**src/design/lss_pkg.sv**
```systemverilog
// shared types, register indexes and reset values for the link session supervisor
package lss_pkg;

    localparam int unsigned TIME_W = 32;
    localparam int unsigned CFG_IDX_W = 2;

    localparam logic [1:0] MODE_OFF        = 2'd0;
    localparam logic [1:0] MODE_CONNECTING = 2'd1;
    localparam logic [1:0] MODE_ONLINE     = 2'd2;

    localparam logic [CFG_IDX_W-1:0] CFG_CONNECT_TIMEOUT = 2'd0;
    localparam logic [CFG_IDX_W-1:0] CFG_OFFLINE_GRACE   = 2'd1;
    localparam logic [CFG_IDX_W-1:0] CFG_UPLOAD_GAP      = 2'd2;

    localparam logic [TIME_W-1:0] CONNECT_TIMEOUT_RST = 32'd90000;
    localparam logic [TIME_W-1:0] OFFLINE_GRACE_RST   = 32'd2000;
    localparam logic [TIME_W-1:0] UPLOAD_GAP_RST      = 32'd300;

    typedef struct packed {
        logic              cmd;
        logic [TIME_W-1:0] now_ms;
        logic              hold;
        logic              link_ready;
        logic              connect_busy;
        logic              is_online;
        logic              connect_guard;
        logic              bringup_active;
        logic              connect_pending;
        logic              time_synced;
        logic              clock_valid;
        logic              records_pending;
    } poll_t;

    typedef struct packed {
        logic [1:0] session_state;
        logic       busy_res;
        logic       request_connect;
        logic       end_guard;
        logic       flush_pending;
        logic       upload_now;
        logic       ui_dirty;
    } result_t;

    typedef struct packed {
        logic [TIME_W-1:0] connect_timeout_ms;
        logic [TIME_W-1:0] offline_grace_ms;
        logic [TIME_W-1:0] upload_gap_ms;
    } cfg_t;

endpackage

```
**src/design/lss_cfg.sv**
```systemverilog
// configuration registers of the link session supervisor
module lss_cfg (
    input  logic                          clk,
    input  logic                          rst_n,
    input  logic                          cfg_we,
    input  logic [lss_pkg::CFG_IDX_W-1:0] cfg_index,
    input  logic [lss_pkg::TIME_W-1:0]    cfg_data,
    output lss_pkg::cfg_t                 cfg
);
    import lss_pkg::*;

    cfg_t cfg_reg;

    always_ff @(posedge clk or negedge rst_n)
    begin
        if (!rst_n)
        begin
            cfg_reg.connect_timeout_ms <= CONNECT_TIMEOUT_RST;
            cfg_reg.offline_grace_ms   <= OFFLINE_GRACE_RST;
            cfg_reg.upload_gap_ms      <= UPLOAD_GAP_RST;
        end
        else if (cfg_we)
        begin
            case (cfg_index)
                CFG_CONNECT_TIMEOUT: cfg_reg.connect_timeout_ms <= cfg_data;
                CFG_OFFLINE_GRACE:   cfg_reg.offline_grace_ms   <= cfg_data;
                CFG_UPLOAD_GAP:      cfg_reg.upload_gap_ms      <= cfg_data;
                default:             ;
            endcase
        end
    end

    assign cfg = cfg_reg;

endmodule

```
**src/design/lss_core.sv**
```systemverilog
// session state registers and the per-poll update logic
module lss_core (
    input  logic             clk,
    input  logic             rst_n,
    input  logic             step,
    input  lss_pkg::poll_t   poll,
    input  lss_pkg::cfg_t    cfg,
    output lss_pkg::result_t res
);
    import lss_pkg::*;

    logic [1:0]        mode_reg, mode_next;
    logic [TIME_W-1:0] phase_start_reg, phase_start_next;
    logic [TIME_W-1:0] offline_since_reg, offline_since_next;
    logic [TIME_W-1:0] last_upload_reg, last_upload_next;

    logic              may_request;
    logic              connect_expired;
    logic              grace_expired;
    logic              gap_elapsed;
    logic [TIME_W-1:0] connect_age;
    logic [TIME_W-1:0] offline_age;
    logic [TIME_W-1:0] upload_age;

    assign may_request = !poll.connect_guard && !poll.bringup_active && !poll.connect_pending;

    // all time differences wrap modulo 2^32
    assign connect_age = poll.now_ms - phase_start_reg;
    assign offline_age = poll.now_ms - offline_since_reg;
    assign upload_age  = poll.now_ms - last_upload_reg;

    assign connect_expired = connect_age >= cfg.connect_timeout_ms;
    assign grace_expired   = offline_age >= cfg.offline_grace_ms;
    assign gap_elapsed     = (last_upload_reg == '0) || (upload_age >= cfg.upload_gap_ms);

    always_comb
    begin
        mode_next          = mode_reg;
        phase_start_next   = phase_start_reg;
        offline_since_next = offline_since_reg;
        last_upload_next   = last_upload_reg;
        res                = '0;

        if (poll.cmd)
        begin
            mode_next          = MODE_OFF;
            phase_start_next   = '0;
            offline_since_next = '0;
            last_upload_next   = '0;
            res.ui_dirty       = 1'b1;
        end
        else if (poll.hold)
        begin
            // frozen
        end
        else if (!poll.link_ready)
        begin
            mode_next          = MODE_OFF;
            offline_since_next = '0;
        end
        else
        begin
            case (mode_reg)
                MODE_OFF:
                begin
                    if (!poll.connect_busy)
                    begin
                        if (poll.is_online)
                        begin
                            mode_next          = MODE_ONLINE;
                            offline_since_next = '0;
                            res.ui_dirty       = 1'b1;
                        end
                        else
                        begin
                            res.request_connect = may_request;
                            mode_next           = MODE_CONNECTING;
                            phase_start_next    = poll.now_ms;
                        end
                    end
                end
                MODE_CONNECTING:
                begin
                    if (poll.is_online)
                    begin
                        mode_next          = MODE_ONLINE;
                        offline_since_next = '0;
                        res.ui_dirty       = 1'b1;
                        res.flush_pending  = 1'b1;
                    end
                    else
                    begin
                        res.request_connect = may_request;
                        if (connect_expired)
                        begin
                            res.end_guard    = 1'b1;
                            phase_start_next = poll.now_ms;
                        end
                    end
                end
                MODE_ONLINE:
                begin
                    if (poll.is_online)
                    begin
                        offline_since_next = '0;
                        if (poll.time_synced && poll.clock_valid && poll.records_pending
                            && gap_elapsed)
                        begin
                            res.upload_now   = 1'b1;
                            last_upload_next = poll.now_ms;
                        end
                    end
                    else if (poll.connect_pending)
                    begin
                        // attempt in flight
                    end
                    else if (offline_since_reg == '0)
                    begin
                        offline_since_next = poll.now_ms;
                    end
                    else if (grace_expired)
                    begin
                        offline_since_next  = '0;
                        mode_next           = MODE_CONNECTING;
                        phase_start_next    = poll.now_ms;
                        res.request_connect = may_request;
                    end
                end
                default:
                begin
                    mode_next = MODE_OFF;
                end
            endcase
        end

        res.session_state = mode_next;
        res.busy_res      = (mode_next == MODE_CONNECTING);
    end

    always_ff @(posedge clk or negedge rst_n)
    begin
        if (!rst_n)
        begin
            mode_reg          <= MODE_OFF;
            phase_start_reg   <= '0;
            offline_since_reg <= '0;
            last_upload_reg   <= '0;
        end
        else if (step)
        begin
            mode_reg          <= mode_next;
            phase_start_reg   <= phase_start_next;
            offline_since_reg <= offline_since_next;
            last_upload_reg   <= last_upload_next;
        end
    end

endmodule

```
**src/design/link_session_supervisor.sv**
```systemverilog
// top level of the link session supervisor: request and result registers around the core
//
// poll channel: poll_valid / poll_stall / poll carry one request per poll
// (link status flags and a millisecond tick); accepted when valid and not stalled
// result channel: result_valid / result_stall / result carry one result per request
// configuration: cfg_we, cfg_index, cfg_data write one of three 32-bit registers
// (0 connect timeout, 1 offline grace, 2 upload gap); other indexes are ignored
// pipeline: two register stages; an accepted request waits in the request register and
// its result is loaded into the result register once that register is empty or being taken
// throughput: one request per cycle while the result is not stalled; the state update is
// a single combinational step between the request register and the result register
// reset: session goes to off, all stored times to zero, registers to their defaults,
// both pipeline stages empty
// when the receiver stalls the result register holds, and the request register
// fills and then stalls the poll channel
module link_session_supervisor (
    input  logic                          clk,
    input  logic                          rst_n,
    input  logic                          poll_valid,
    output logic                          poll_stall,
    input  lss_pkg::poll_t                poll,
    output logic                          result_valid,
    input  logic                          result_stall,
    output lss_pkg::result_t              result,
    input  logic                          cfg_we,
    input  logic [lss_pkg::CFG_IDX_W-1:0] cfg_index,
    input  logic [lss_pkg::TIME_W-1:0]    cfg_data
);
    import lss_pkg::*;

    cfg_t    cfg;
    poll_t   poll_reg;
    logic    poll_valid_reg;
    result_t result_reg;
    logic    result_valid_reg;
    result_t core_res;
    logic    advance;
    logic    step;
    logic    poll_load;

    assign advance    = !result_valid_reg || !result_stall;
    assign step       = poll_valid_reg && advance;
    assign poll_stall = poll_valid_reg && !advance;
    assign poll_load  = !poll_valid_reg || advance;

    lss_cfg u_cfg (
        .clk       (clk),
        .rst_n     (rst_n),
        .cfg_we    (cfg_we),
        .cfg_index (cfg_index),
        .cfg_data  (cfg_data),
        .cfg       (cfg)
    );

    lss_core u_core (
        .clk   (clk),
        .rst_n (rst_n),
        .step  (step),
        .poll  (poll_reg),
        .cfg   (cfg),
        .res   (core_res)
    );

    always_ff @(posedge clk or negedge rst_n)
    begin
        if (!rst_n)
        begin
            poll_valid_reg   <= 1'b0;
            result_valid_reg <= 1'b0;
        end
        else
        begin
            if (poll_load)
            begin
                poll_valid_reg <= poll_valid;
            end
            if (advance)
            begin
                result_valid_reg <= poll_valid_reg;
            end
        end
    end

    // payload stages
    always_ff @(posedge clk)
    begin
        if (poll_load && poll_valid)
        begin
            poll_reg <= poll;
        end
        if (step)
        begin
            result_reg <= core_res;
        end
    end

    assign result_valid = result_valid_reg;
    assign result       = result_reg;

endmodule
```
**config.mk**
```make
export PLATFORM = sky130hd
export DESIGN_NAME = link_session_supervisor
export DESIGN_NICKNAME = d
export VERILOG_FILES = /design/src/design/lss_pkg.sv /design/src/design/lss_cfg.sv /design/src/design/lss_core.sv /design/src/design/link_session_supervisor.sv
export SDC_FILE = /design/constraint.sdc
export NUM_CORES = 1
export LEC_CHECK = 0
export ABC_AREA = 1
export BUFFER_PORTS_ARGS = -buffer_cell sky130_fd_sc_hd__buf_2
export CORE_ASPECT_RATIO = 2
export CORE_MARGIN = 4
export CORE_UTILIZATION = 40
export DETAILED_ROUTE_END_ITERATION = 8
export MAX_ROUTING_LAYER = met4
export PLACE_DENSITY = 0.65
export SETUP_SLACK_MARGIN = 0.15
export SKIP_LAST_GASP = 1
export SLEW_MARGIN = 20
export SYNTH_ARGS = -nofsm -noshare
export SYNTH_HDL_FRONTEND = slang
export SYNTH_SLANG_ARGS = --single-unit
```
**constraint.sdc**
```tcl
create_clock -name clk -period 10.4 [get_ports clk]
set_input_delay 2.08 -clock clk [delete_from_list [all_inputs] [get_ports clk]]
set_output_delay 2.08 -clock clk [all_outputs]
set_load 0.02 [all_outputs]
```
==> metrics.log, run 1 <==
[metrics] Worst Reg2Reg Path Length in Cells: 23
[metrics] CP Data Required Time: 10830 ps
[metrics] most common library cells after synthesis: nand2_1 (497), inv_1 (332), ha_1 (193)
[metrics] layout-stage area growth over the synthesis result: 10.4%
[metrics] Horiz. Die Dim: 155 um
[metrics] worst hold path stage count: 2
[metrics] f_max: 0.188 GHz
[metrics] path type of the worst min-delay path: reg2reg
[metrics] count of pins over their slew limit: 0
[metrics] All-Layer GR Usage: 0.260
[metrics] WS Path Type: reg2reg
[metrics] critical path, cell by cell: inv_1 > ha_1 > inv_1 > fa_1 > nand3_1 > nand2_1 > a21oi_1 > o21ai_0 > nand4_1 > nand2_1 > nand2_1 > nand2_1 > xor2_1 > ha_1 > nand2_1 > nor2_1 > nand2_1 > nor4_2 > nand4_1 > nand4_1 > nand3_4 > nand2_1 > o21ai_2
[metrics] Crit path top cell by count: nand2_1
[metrics] fraction of layout cells with a size suffix above 1: 0.0926
[metrics] syn_nets: 2470
[metrics] die outline area: 46900 um^2
[metrics] R2R setup slack: 5080 ps
[metrics] total number of placement rows: 107
[metrics] portion of the clock cycle consumed by the worst path in the final layout: 0.511
[metrics] final total negative setup slack: 0 ps
[metrics] diodes inserted: 0
[metrics] vias after detailed routing: 15200
[metrics] Max stage delay cell, worst path: nand3_4
[metrics] via count of the first global-routing pass: 15800
[metrics] CTS Buf Count: 25
[metrics] static leakage: 8.91 nW
[metrics] DRT iter0 DRCs: 975
[metrics] Syn Area/Cell: 7.90 um^2
[metrics] Layout Nets: 2549
[metrics] Worst Setup SP: poll_reg[10]
[metrics] first-pass iteration count of the detailed router: 6
[metrics] combined area of all synthesized cells: 17300 um^2
[metrics] H-tree levels: 1
[metrics] top-area cell type share of the netlist area: 0.256
[metrics] worst setup slack after placement: 5140 ps
[metrics] post-synthesis instance total: 2192
[metrics] leading cell type by number of instances after synthesis: nand2_1
[metrics] worst ir drop on vdd: 130 uV
[metrics] first-pass GRT wire length: 89900 um
[metrics] number of antenna violations at the first check in global routing: 0
[metrics] delay of the slowest critical-path stage: 670 ps
[metrics] quantity of gates resized following cts: 0
[metrics] total of buffers placed on input and output ports: 91
[metrics] final clock skew: 18.8 ps
[metrics] top post-synthesis cells by area: dfrtp_1 (26%), ha_1 (14%), nand2_1 (11%)
[metrics] outcome: finished clean
[metrics] flip-flop cell with the highest count after synthesis: dfrtp_1
[metrics] antenna violation net count after detailed routing: 0
[metrics] clock latency of the later-clocked register in the worst-skew pair: 580 ps
[metrics] core area: 42700 um^2
[metrics] startpoint of the lowest-slack register-to-register path: poll_reg[10]
[metrics] Worst Tran Pin Value: 905 ps
[metrics] max FFs per register: 96
[metrics] setup slack after layout: 5080 ps
[metrics] number of synthesized flops with an enable pin: 51
[metrics] arrival time worst endpoint: 5750 ps
[metrics] crit start category: register
[metrics] die outline height: 302 um
[metrics] sequential share of the synthesized area: 0.373
[metrics] initial core utilization: 0.405
[metrics] clock sink count: 247
[metrics] Critical Path Fanout Max: 64
[metrics] post-DR wirelength/cell: 20.8 um
[metrics] final hold violation count: 0
[metrics] capturing element type of the critical path: register
[metrics] tightest slew margin relative to the limit: 0.392
[metrics] placed wire-length estimate after detailed placement: 48900 um
[metrics] quantity of hold-fixing buffers added after cts: 0
[metrics] Longest Clk Path Bufs: 3
[metrics] Yosys cell types: 51
[metrics] mean number of vias per cell: 5.38
[metrics] post-CTS clock slew at the launch and capture registers of the worst setup and hold paths: 70 ps
[metrics] number of warnings printed during yosys synthesis: 0
[metrics] Root Buffer: clkbuf_16
[metrics] DRC: 0
[metrics] total of endpoints with negative setup slack in the final report: 0
[metrics] final period demand of the worst path: 5320 ps
[metrics] P per Cell Area: 191 nW/um^2
[metrics] utilization after layout: 0.447
[metrics] GR Overflow Total: 0
[metrics] maximum number of pins on one net before global-route repair: 78
[metrics] clock tree from TritonCTS: built
[metrics] RSZ-0062 raised after global routing: false
[metrics] register bit total from synthesis: 247
[metrics] launch point of the worst hold path: poll_valid_reg
[metrics] cell taking the most area after synthesis: dfrtp_1
[metrics] number of max-capacitance violations reported: 0
[metrics] async set or reset register ratio after synthesis: 0.794
[metrics] total I/O pin count: 92
[metrics] post-CTS setup buffers: 0
[metrics] Total Wirelength: 59100 um
[metrics] global placement routability congestion: 1.07
## final timing paths
| kind | end |
|---|---|
| worst min-delay path | result_valid |
| worst max register to register | u_core.phase_start_reg[7] |
| worst min register to register | result_valid |
| max in group asynchronous | u_core.offline_since_reg[14] |
| min in group asynchronous | u_cfg.cfg[46] |
| worst max-delay path | u_core.phase_start_reg[7] |
## layout make-up
cell class / instances / area, um^2
clock inverters: 13 / 179
multi-input cells: 1558 / 9310
well taps: 545 / 682
flip-flops and latches: 247 / 6460
repair buffers: 99 / 524
fillers: 4293 / 23600
inverters: 340 / 1280
clock buffers: 33 / 666
## through the flow
step                area [um^2]  std cells  hold WS (ps)  total power, mW
floorplan                 17300       2192           444             2.23
global placement          18300       2789           455             2.67
detailed placement        18300       2789           469             2.71
CTS                       19100       2835           486             3.67
global route              19100       2835           498             3.92
finish                    19100       2835           483             3.65
## cell families after synthesis
family          count (synthesis)  synth area share
xor+xnor                       83            0.0420
simple gates                  775             0.188
fa+ha+maj                     196             0.143
flops                         247             0.373
buf+inv                       387            0.0899
compound gates                504             0.164
## routing by layer
layer,part of all wire,vias to the layer above,global-route usage
met5,0,-,-
met4,0.13,0,0.257
met3,0.032,262,0.0220
met2,0.53,477,0.480
met1,0.31,7067,0.220
li1,-,7437,-
## layout by cell type (no fill, tap or decap), types with 19 or more instances in the layout
cell type | synthesis | routed
buf_2 | 10 | 90
nand2_1 | 497 | 497
nor3_1 | 25 | 25
nand3_1 | 85 | 82
nand4_1 | 34 | 34
o21ai_2 | 25 | 25
nor2_1 | 111 | 111
edfxtp_1 | 51 | 51
xor2_1 | 63 | 63
inv_1 | 332 | 331
ha_1 | 193 | 193
o21ai_1 | 68 | 68
xnor2_1 | 20 | 20
o21ai_0 | 180 | 180
a21oi_1 | 155 | 155
dfstp_2 | 19 | 19
dfrtp_1 | 177 | 177
clkbuf_16 | 0 | 25
## critical path: cells and delay by family, from the launching register on
kind	cells	cell delay, ps
AOI/OAI and AO/OA	3	690
DFF	1	420
adders and majority gates	3	900
buffers and inverters	2	200
xor gates and xnor gates	1	160
and+or+nand+nor	14	2770
## power by group
part | total (mW) | internal [mW] | switching, mW
logic | 1.49 | 0.524 | 0.963
clock network | 0.952 | 0.535 | 0.417
registers | 1.21 | 1.12 | 0.0898
total | 3.65 | 2.18 | 1.47
No activity file was read; power rests on OpenSTA's default activity.
==> inputs of run 2 (changes only) <==
--- a/config.mk
+++ b/config.mk
@@ -5,14 +5,14 @@
 export SDC_FILE = /design/constraint.sdc
 export NUM_CORES = 1
 export LEC_CHECK = 0
-export ABC_AREA = 1
+export ABC_AREA = 0
 export BUFFER_PORTS_ARGS = -buffer_cell sky130_fd_sc_hd__buf_2
 export CORE_ASPECT_RATIO = 2
 export CORE_MARGIN = 4
 export CORE_UTILIZATION = 40
 export DETAILED_ROUTE_END_ITERATION = 8
 export MAX_ROUTING_LAYER = met4
-export PLACE_DENSITY = 0.65
+export PLACE_DENSITY = 0.67
 export SETUP_SLACK_MARGIN = 0.15
 export SKIP_LAST_GASP = 1
 export SLEW_MARGIN = 20
==> constraint.sdc (replaced) <==
create_clock -name clk -period 4.6 [get_ports clk]
set_input_delay 0.92 -clock clk [delete_from_list [all_inputs] [get_ports clk]]
set_output_delay 0.92 -clock clk [all_outputs]
set_load 0.02 [all_outputs]
==> run 2 against run 1 <==
Effect of this change:
- the flow now finishes with violations (negative setup slack)
- sequential share of layout area is 5.9 points lower
- synthesized cell count decreased by 16%
- hold slack lost 73 ps
- sequential cell count unchanged
- critical endpoint is now u_core.phase_start_reg[30]
- area after synthesis shrank 1.0%
- count of clock-buffer cells in the layout rose by 1
- clock skew shrank 8.8 ps
- non-clock buffer count is 366 higher
- critical path depth shrank 1
- die area shrank 0.97%
==> metrics.log, run 2 <==
[metrics] number of warnings printed during yosys synthesis: 0
[metrics] syn_nets: 2123
[metrics] reg2reg end: u_core.phase_start_reg[30]
[metrics] Yosys cell types: 70
[metrics] Root Buffer: clkbuf_16
[metrics] R2R setup slack: -680 ps
[metrics] most frequent standard cell in the layout excluding fill and tap cells: buf_4
[metrics] global routing usage on met3: 0.0331
[metrics] worst ir drop on vdd: 350 uV
[metrics] worst setup slack after placement: -807 ps
[metrics] vias after detailed routing: 16700
[metrics] DRC: 0
[metrics] GR Overflow Total: 0
[metrics] global routing usage on met2: 0.512
[metrics] total number of placement rows: 107
[metrics] failing checks: negative setup slack
[metrics] Worst Reg2Reg Path Length in Cells: 22
[metrics] Worst Setup SP: poll_reg[12]
[metrics] combined area of all synthesized cells: 17100 um^2
[metrics] placed instance count: 2742
[metrics] All-Layer GR Usage: 0.290
[metrics] top post-synthesis cells by area: dfrtp_1 (26%), ha_1 (14%), edfxtp_1 (8.9%)
[metrics] post-layout instance area: 23200 um^2
[metrics] placed wire-length estimate after detailed placement: 50400 um
[metrics] capturing element type of the critical path: register
[metrics] H-tree levels: 1
[metrics] Critical Path Fanout Max: 8
[metrics] first-pass GRT wire length: 99500 um
[metrics] startpoint of the lowest-slack register-to-register path: poll_reg[12]
[metrics] portion of the clock cycle consumed by the worst path in the final layout: 1.15
[metrics] f_max: 0.190 GHz
[metrics] total cell area at the placement stage: 20700 um^2
[metrics] post-synthesis instance total: 1845
[metrics] clock sink count: 247
[metrics] Worst Tran Pin Value: 1480 ps
[metrics] most frequent cells in the layout: buf_4 (340), inv_1 (245), ha_1 (181)
[metrics] global route hottest layer: met2
[metrics] number of synthesized flops with an enable pin: 51
[metrics] CTS Buf Count: 25
[metrics] final clock skew: 9.93 ps
[metrics] CP Data Required Time: 5030 ps
[metrics] arrival time worst endpoint: 5700 ps
[metrics] antenna violation net count after detailed routing: 0
[metrics] cell taking the most area after synthesis: dfrtp_1
[metrics] die outline height: 301 um
[metrics] sum of internal, switching and leakage power: 8.67 mW
[metrics] via count of the first global-routing pass: 17400
[metrics] Longest Clk Path Bufs: 3
[metrics] setup slack after layout: -677 ps
[metrics] total I/O pin count: 92
[metrics] static leakage: 10.6 nW
[metrics] Syn Area/Cell: 9.29 um^2
[metrics] global placement routability congestion: 1.01
[metrics] outcome: complete, but fails checks
[metrics] WHS: 409 ps
[metrics] register bit total from synthesis: 247
[metrics] number of max-capacitance violations reported: 0
[metrics] GR Util met1: 0.247
[metrics] core area: 42400 um^2
[metrics] crit start category: register
[metrics] WS Path Type: reg2reg
[metrics] non-filler instance count after layout: 2839
[metrics] Total Wirelength: 68600 um
[metrics] RSZ-0062 raised after global routing: true
[metrics] crit path capture: u_core.phase_start_reg[30]
[metrics] Horiz. Die Dim: 154 um
[metrics] count of pins over their slew limit: 0
[metrics] number of antenna violations at the first check in global routing: 2
[metrics] final hold violation count: 0
[metrics] post-CTS clock slew at the launch and capture registers of the worst setup and hold paths: 70 ps
[metrics] total of endpoints with negative setup slack in the final report: 104
[metrics] tightest slew margin relative to the limit: 0.0120
[metrics] initial core utilization: 0.404
[metrics] clock tree from TritonCTS: built
[metrics] post-DR wirelength/cell: 24.2 um
[metrics] max FFs per register: 96
[metrics] mean number of vias per cell: 5.88
[metrics] clock latency of the later-clocked register in the worst-skew pair: 570 ps
[metrics] async set or reset register ratio after synthesis: 0.794
[metrics] P per Cell Area: 374 nW/um^2
[metrics] most common library cells after synthesis: inv_1 (248), ha_1 (193), dfrtp_1 (177)
[metrics] fraction of layout cells with a size suffix above 1: 0.333
[metrics] flip-flop cell with the highest count after synthesis: dfrtp_1
[metrics] path type of the worst min-delay path: in2async
[metrics] maximum number of pins on one net before global-route repair: 90
[metrics] final period demand of the worst path: 5280 ps
[metrics] DRT iter0 DRCs: 1091
[metrics] layout-stage area growth over the synthesis result: 35.2%
[metrics] sequential share of the synthesized area: 0.377
[metrics] die outline area: 46400 um^2
[metrics] Layout Nets: 2551
[metrics] total of buffers placed on input and output ports: 91
[metrics] leading cell type by number of instances after synthesis: inv_1
[metrics] top-area cell type share of the netlist area: 0.259
[metrics] first-pass iteration count of the detailed router: 6
[run 2: cell types whose count changed after synthesis, sizes merged, moves of 39 or more]
cell    before  now
mux2         0   65
nand3       88   31
nand2      499  148
o21ai      273  150
nor2       114   55
o311ai       2   68
a21o        11   63
xnor2       20   59
a21oi      159   95
inv        340  248
clkbuf      21   64
xor2        63   23
[run 2: worst max-delay path, cell delays in order (launching register included)]
cell	delay [ps]
edfxtp_1	510
buf_4	190
ha_1	310
o21a_1	170
o31ai_1	100
o21a_2	260
a21oi_1	280
a21oi_1	160
o21bai_1	160
a21oi_1	110
xnor2_2	350
ha_1	340
a21o_1	190
a21o_1	180
a211o_1	290
a21o_1	210
a31oi_4	260
o211ai_1	180
a21o_2	320
buf_6	160
clkbuf_16	170
nand4_1	110
o311ai_2	110
[run 2: logic make-up (layout without fill, tap and decap cells)]
| logic type | count (synthesis) | count (layout) | synth area share |
|---|---|---|---|
| flops | 247 | 247 | 0.377 |
| other cells | 0 | 2 | 0 |
| mux | 65 | 65 | 0.0427 |
| buf+inv | 316 | 760 | 0.0692 |
| xor+xnor | 82 | 82 | 0.0419 |
| fa+ha+maj | 196 | 196 | 0.144 |
| simple gates | 408 | 411 | 0.118 |
| compound gates | 531 | 531 | 0.207 |
[run 2: worst min path at each step]
stage,slack (ps),depth (start not counted),from,endpoint
global placement,470,2,u_core.phase_start_reg[12],u_core.phase_start_reg[12]
global route,470,1,rst_n,u_cfg.cfg[9]
floorplan,460,2,u_core.phase_start_reg[10],u_core.phase_start_reg[10]
CTS,460,1,rst_n,u_cfg.cfg[10]
finish,410,1,rst_n,u_cfg.cfg[9]
detailed placement,480,2,u_core.phase_start_reg[16],u_core.phase_start_reg[16]
[run 2: area by class of cell]
| cell class | count | area [um^2] |
|---|---|---|
| Fill cell | 3760 | 19300 |
| Multi-Input combinational cell | 1285 | 10500 |
| Sequential cell | 247 | 6460 |
| Timing Repair Buffer | 465 | 3660 |
| Inverter | 249 | 935 |
| Clock buffer | 34 | 753 |
| Tap cell | 545 | 682 |
| Clock inverter | 12 | 145 |
| Antenna cell | 2 | 5.00 |
[run 2: power breakdown]
| part | internal, mW | switching (mW) | total, mW |
|---|---|---|---|
| Clock | 1.28 | 0.943 | 2.22 |
| Combinational | 1.73 | 2.04 | 3.77 |
| Sequential | 2.52 | 0.155 | 2.68 |
| Total | 5.53 | 3.14 | 8.67 |
[run 2: timing repair]
action | CTS | global route
pin swaps | 31 | 38
gates cloned | 9 | 8
hold buffers | 0 | 0
buffers inserted | 16 | 16
resized for setup | 116 | 158
endpoints found under the setup margin | 104 | 104
[run 2: through the flow]
stage | setup TNS, ps | util
floorplan | 0 | -
global placement | -62090 | 0.487
detailed placement | -69380 | 0.487
CTS | -42290 | 0.525
global route | -71260 | 0.546
finish | -51430 | 0.546
[run 2: per-layer routing]
layer  vias to the layer above  wire length [um]  share of wire
met4                         0              9690           0.14
met3                       391              3180          0.046
met5                         -                 0              0
met2                       715             35500           0.52
met1                      8032             20300           0.30
li1                       7546                 -              -
